==> src/hdl/assert_macros.svh <==
// Assertion macros shared by the hull RTL.
// Depends on nothing; included by files that check their own logic.
`ifndef ASSERT_MACROS_SVH
`define ASSERT_MACROS_SVH

// prop must hold at every clock edge out of reset
`define ASSERT_ALWAYS(lbl, clk, rst_n, prop) \
	lbl: assert property (@(posedge clk) disable iff (!(rst_n)) (prop)) \
		else $error("assertion failed");

// cond at one edge implies res at the next
`define ASSERT_NEXT(lbl, clk, rst_n, cond, res) \
	lbl: assert property (@(posedge clk) disable iff (!(rst_n)) (cond) |=> (res)) \
		else $error("assertion failed");

`endif

==> src/hdl/ghull_pkg.sv <==
// Constants, point record and geometry compares for the convex hull block.
// Depends on nothing; imported by ghull_cell and graham_scan_convex_hull.
package ghull_pkg;

	localparam int MAX_POINTS = 64;
	localparam int COORD_BITS = 16;
	localparam int IDX_BITS   = $clog2(MAX_POINTS);
	localparam int CNT_BITS   = $clog2(MAX_POINTS + 2);
	localparam int DLT_BITS   = COORD_BITS + 1;

	typedef struct packed {
		logic                       valid;
		logic [IDX_BITS-1:0]        idx;
		logic signed [DLT_BITS-1:0] dx;
		logic signed [DLT_BITS-1:0] dy;
	} point_t;

	// a strictly precedes b around the pivot; load index breaks full ties
	function automatic logic goes_before(point_t a, point_t b);
		logic signed [2*DLT_BITS-1:0] l;
		logic signed [2*DLT_BITS-1:0] r;
		logic                         res;
		l = (2*DLT_BITS)'(a.dy) * (2*DLT_BITS)'(b.dx);
		r = (2*DLT_BITS)'(b.dy) * (2*DLT_BITS)'(a.dx);
		if (a.dx == '0) begin
			if (b.dx == '0)
				res = (a.dy < b.dy) || ((a.dy == b.dy) && (a.idx < b.idx));
			else
				res = 1'b0;
		end else if (b.dx == '0) begin
			res = 1'b1;
		end else if (l != r) begin
			res = l < r;
		end else if (a.dx != b.dx) begin
			res = a.dx < b.dx;
		end else begin
			res = a.idx < b.idx;
		end
		return res;
	endfunction

	// s lies left of, or on, the directed line p->q
	function automatic logic turns_left(point_t p, point_t q, point_t s);
		logic signed [DLT_BITS:0]       ux;
		logic signed [DLT_BITS:0]       uy;
		logic signed [DLT_BITS:0]       vx;
		logic signed [DLT_BITS:0]       vy;
		logic signed [2*DLT_BITS+1:0]   a;
		logic signed [2*DLT_BITS+1:0]   b;
		ux = (DLT_BITS+1)'(q.dx) - (DLT_BITS+1)'(p.dx);
		uy = (DLT_BITS+1)'(q.dy) - (DLT_BITS+1)'(p.dy);
		vx = (DLT_BITS+1)'(s.dx) - (DLT_BITS+1)'(p.dx);
		vy = (DLT_BITS+1)'(s.dy) - (DLT_BITS+1)'(p.dy);
		a = (2*DLT_BITS+2)'(ux) * (2*DLT_BITS+2)'(vy);
		b = (2*DLT_BITS+2)'(uy) * (2*DLT_BITS+2)'(vx);
		return a >= b;
	endfunction

endpackage

==> src/hdl/ghull_cell.sv <==
// One sorter cell: keeps the point of its stream that sorts first, passes the rest on.
// Depends on ghull_pkg.
module ghull_cell
	import ghull_pkg::*;
(
	input  logic   clk,
	input  logic   arst_n,
	input  logic   shift_en,
	input  point_t ins_in,
	input  point_t nxt_held,
	output point_t held,
	output point_t pass_out
);

	point_t held_q;
	point_t pass_q;

	always_ff @(posedge clk or negedge arst_n) begin
		if (!arst_n) begin
			held_q <= '0;
			pass_q <= '0;
		end else if (shift_en) begin
			held_q <= nxt_held;
			pass_q <= '0;
		end else if (ins_in.valid) begin
			if (!held_q.valid) begin
				held_q <= ins_in;
				pass_q <= '0;
			end else if (goes_before(ins_in, held_q)) begin
				held_q <= ins_in;
				pass_q <= held_q;
			end else begin
				pass_q <= ins_in;
			end
		end else begin
			pass_q <= '0;
		end
	end

	assign held     = held_q;
	assign pass_out = pass_q;

endmodule
==> config.mk <==
export PLATFORM = sky130hd
export DESIGN_NAME = ghull_cell
export DESIGN_NICKNAME = d
export VERILOG_FILES = /design/src/hdl/assert_macros.svh /design/src/hdl/ghull_pkg.sv /design/src/hdl/ghull_cell.sv
export SDC_FILE = /design/constraint.sdc
export NUM_CORES = 2
export LEC_CHECK = 0
export ABC_AREA = 1
export BUFFER_PORTS_ARGS = -buffer_cell sky130_fd_sc_hd__buf_2
export CELL_PAD_IN_SITES_DETAIL_PLACEMENT = 1
export CELL_PAD_IN_SITES_GLOBAL_PLACEMENT = 2
export CORE_MARGIN = 4
export CORE_UTILIZATION = 33
export DETAILED_ROUTE_END_ITERATION = 12
export GPL_TIMING_DRIVEN = 0
export PLACE_DENSITY = 0.77
export SYNTH_ARGS = -nofsm -noshare
export SYNTH_HDL_FRONTEND = slang
export SYNTH_SLANG_ARGS = --single-unit
export TNS_END_PERCENT = 1
==> constraint.sdc <==
create_clock -name clk -period 14.35 [get_ports clk]
set_input_delay 4.305 -clock clk [delete_from_list [all_inputs] [get_ports clk]]
set_output_delay 4.305 -clock clk [all_outputs]
set_load 0.005 [all_outputs]
==> results.cfg <==
[hold_path]
min_path_cells = 2
hold_path.class = register to register

[setup_path]
cp_max_fo = 10
cp-end-kind = register
arrival_ns = 14.02
cp-start-kind = primary input
worstRegToRegCells = 43
crit_slowest_cell = clkbuf_1
cpMostUsedCell = nand2_1
critical_path_class = primary input to register
critPathRequiredTime_ns = 14.57
max_stage_delay_ns = 0.97

[synthesis]
async_reset_ff_share_pct = 100.0
syn_inst = 3639
yosys.cell_types.count = 50
avgSynthCellArea_um2 = 7.886
synth.net_count = 4559
synthTopCellsByCount = inv_1 (1047), nand2_1 (868), fa_1 (592)
netlist_area_um2 = 28700
synth_flop_cell = dfrtp_1
synth_compound_area_share_pct = 4.852
ys_ff_latch = 82
ys_seq_area_share_pct = 7.150
synth_edf_count = 0
ys_top_cells_by_area = fa_1 (41%), inv_1 (14%), nand2_1 (11%)
yosysTopAreaCellShare_pct = 41.30
yosys_warnings = 0
yosysMostFrequentCell = inv_1
synth_xor_xnor_area_share_pct = 2.319
yosys.area_share.simple_pct = 17.36
synthAdderAreaFrac_pct = 51.89
muxShareOfSynthArea_pct = 0
synth_top_family_by_area = adder cells
synth.largest_area_cell = fa_1

[sta]
skew_ns = 0.01391
report.final.setup_viol = 0
setup_tns_ns = 0
maxSlewHeadroom_pct = 8.960
worstMarginPinSlew_ns = 1.366
finalHoldViolations = 0
drv_slew = 0
fmax_mhz = 72.46
fin_crit_ns = 13.80
rsz0062_at_grt = false
fin_crit_sh_pct = 96.17

[detailed_routing]
via_count = 23552
drt_iter0_drc = 1490
drt_first_pass_iters = 5
wire_per_inst_um = 21.44
wl_um = 106500
via_per_inst = 4.740
ant_nets = 0
drc = 0

[cts]
cts_max_level = 3
hold_buffers = 0
cts_tree = done
cts_buffers = 9
clock_path_buffers = 2
cts_root_buffer = clkbuf_16
clk_latency_ns = 0.38
cts_resized = 0
postCtsSetupRepairBufs = 0
clk_pin_slew_ns = 0.07
clock_sinks = 82

[floorplan]
rows = 107
core_area_um2 = 85680
die_area_um2 = 91750
die_h_um = 302.9
initial_core_util_pct = 33.49
io-pin-count = 167
die_x_um = 302.9

[global_route]
grt_use_met1_pct = 35.12
grt-ovfl-total = 0
first_global_vias = 25522
met2_usage_pct = 37.34
grt_max_degree = 58
grtUsageMet3_pct = 4.866
grt_pass1_wl_um = 161400
antenna_found_initial = 13
grtUsageTotal_pct = 24.01
busiest_layer = met2

[final_layout]
fillCellCount = 10662
drive_above_1_share_pct = 7.461
fin_nets = 4735
area_delta_synth_final_pct = 9.012

[placement]
hpwlAfterDp_um = 89250
globalplace.congestion = 0.9097
io_buffer_count = 164

[status]
status = finished, final reports clean

[flow_run]
drv_cap = 0
-- path summary, 6_finish.rpt --
| check | startpoint | endpoint | slack, ns |
|---|---|---|---|
| worst min register to register | held[38]$_DFFE_PN0P_ | held[38]$_DFFE_PN0P_ | 0.55 |
| worst min-delay path | held[38]$_DFFE_PN0P_ | held[38]$_DFFE_PN0P_ | 0.55 |
| max in group asynchronous | arst_n | held[4]$_DFFE_PN0P_ | 9.77 |
| worst max-delay path | ins_in[10] | pass_out[16]$_DFF_PN0_ | 0.55 |
| worst max register to register | held[0]$_DFFE_PN0P_ | pass_out[16]$_DFF_PN0_ | 4.69 |
| min in group asynchronous | arst_n | held[38]$_DFFE_PN0P_ | 3.85 |
-- logic make-up (layout without fill, tap and decap cells) --
kind of cell,count (synthesis),after routing
fa+ha+maj,835,835
flops,82,82
xor+xnor,76,76
simple gates,1190,1190
other cells,0,5
buf+inv,1222,1403
compound gates,234,234
-- area by class of cell --
type                    count  area, um2  area share, %
flip-flops and latches     82       2052          6.559
diodes                      5      12.51        0.03999
plain buffers             169      763.2          2.440
clock buffers              11      252.7         0.8079
inverters                1053       3953          12.63
well taps                1144       1431          4.575
repair buffers            165      850.8          2.720
multi-input cells        2335      21930          70.10
clock inverters             5      37.54         0.1200
-- routing by layer --
metal | up-vias | part of all wire (%) | wire length, um
li1 | 10764 | - | -
met1 | 12070 | 47 | 49990
met2 | 628 | 44 | 46610
met3 | 82 | 7.2 | 7656
met4 | 8 | 2.1 | 2241
met5 | - | 0.047 | 50
-- through the flow --
stage	utilization (%)	instance area [um2]	std cells	hold WS (ns)	worst slack, ns
after floorplan	-	28700	3639	0.5047	3.060
after global placement	36.12	30950	4947	0.5220	0.3791
after detailed placement	36.16	30980	4948	0.5213	0.3033
after CTS	36.50	31270	4964	0.5478	0.6669
after global routing	36.50	31270	4964	0.5939	0.03168
final	36.51	31290	4969	0.5451	0.5498
-- state kept, by name (all words and copies together) (netlist names) --
name and count:
held 41, pass_out 41
-- worst max-delay path: cells and delay by family --
family / cells / cell delay [ns]
compound gates: 8 / 1.62
fa+ha+maj: 8 / 3.75
buf+inv: 8 / 2.40
simple gates: 16 / 1.91
-- cell usage in the layout (no fill, tap or decap), types with 6 or more instances in the layout --
cell	n
inv_1	1047
nand2_1	868
fa_1	592
ha_1	243
buf_2	205
nor2_1	164
clkbuf_1	93
a21oi_1	93
dfrtp_1	82
nand3_1	61
o21ai_0	48
o21bai_1	48
xor2_1	42
xnor2_1	34
nand2_4	31
nand4_1	25
buf_1	24
a21o_1	12
nor3_1	11
clkbuf_16	9
nor4_1	8
o21ai_1	6
buf_4	6
Power is not shown: default switching activity piles up to over one toggle a cycle in this logic, so the estimate is an artifact.
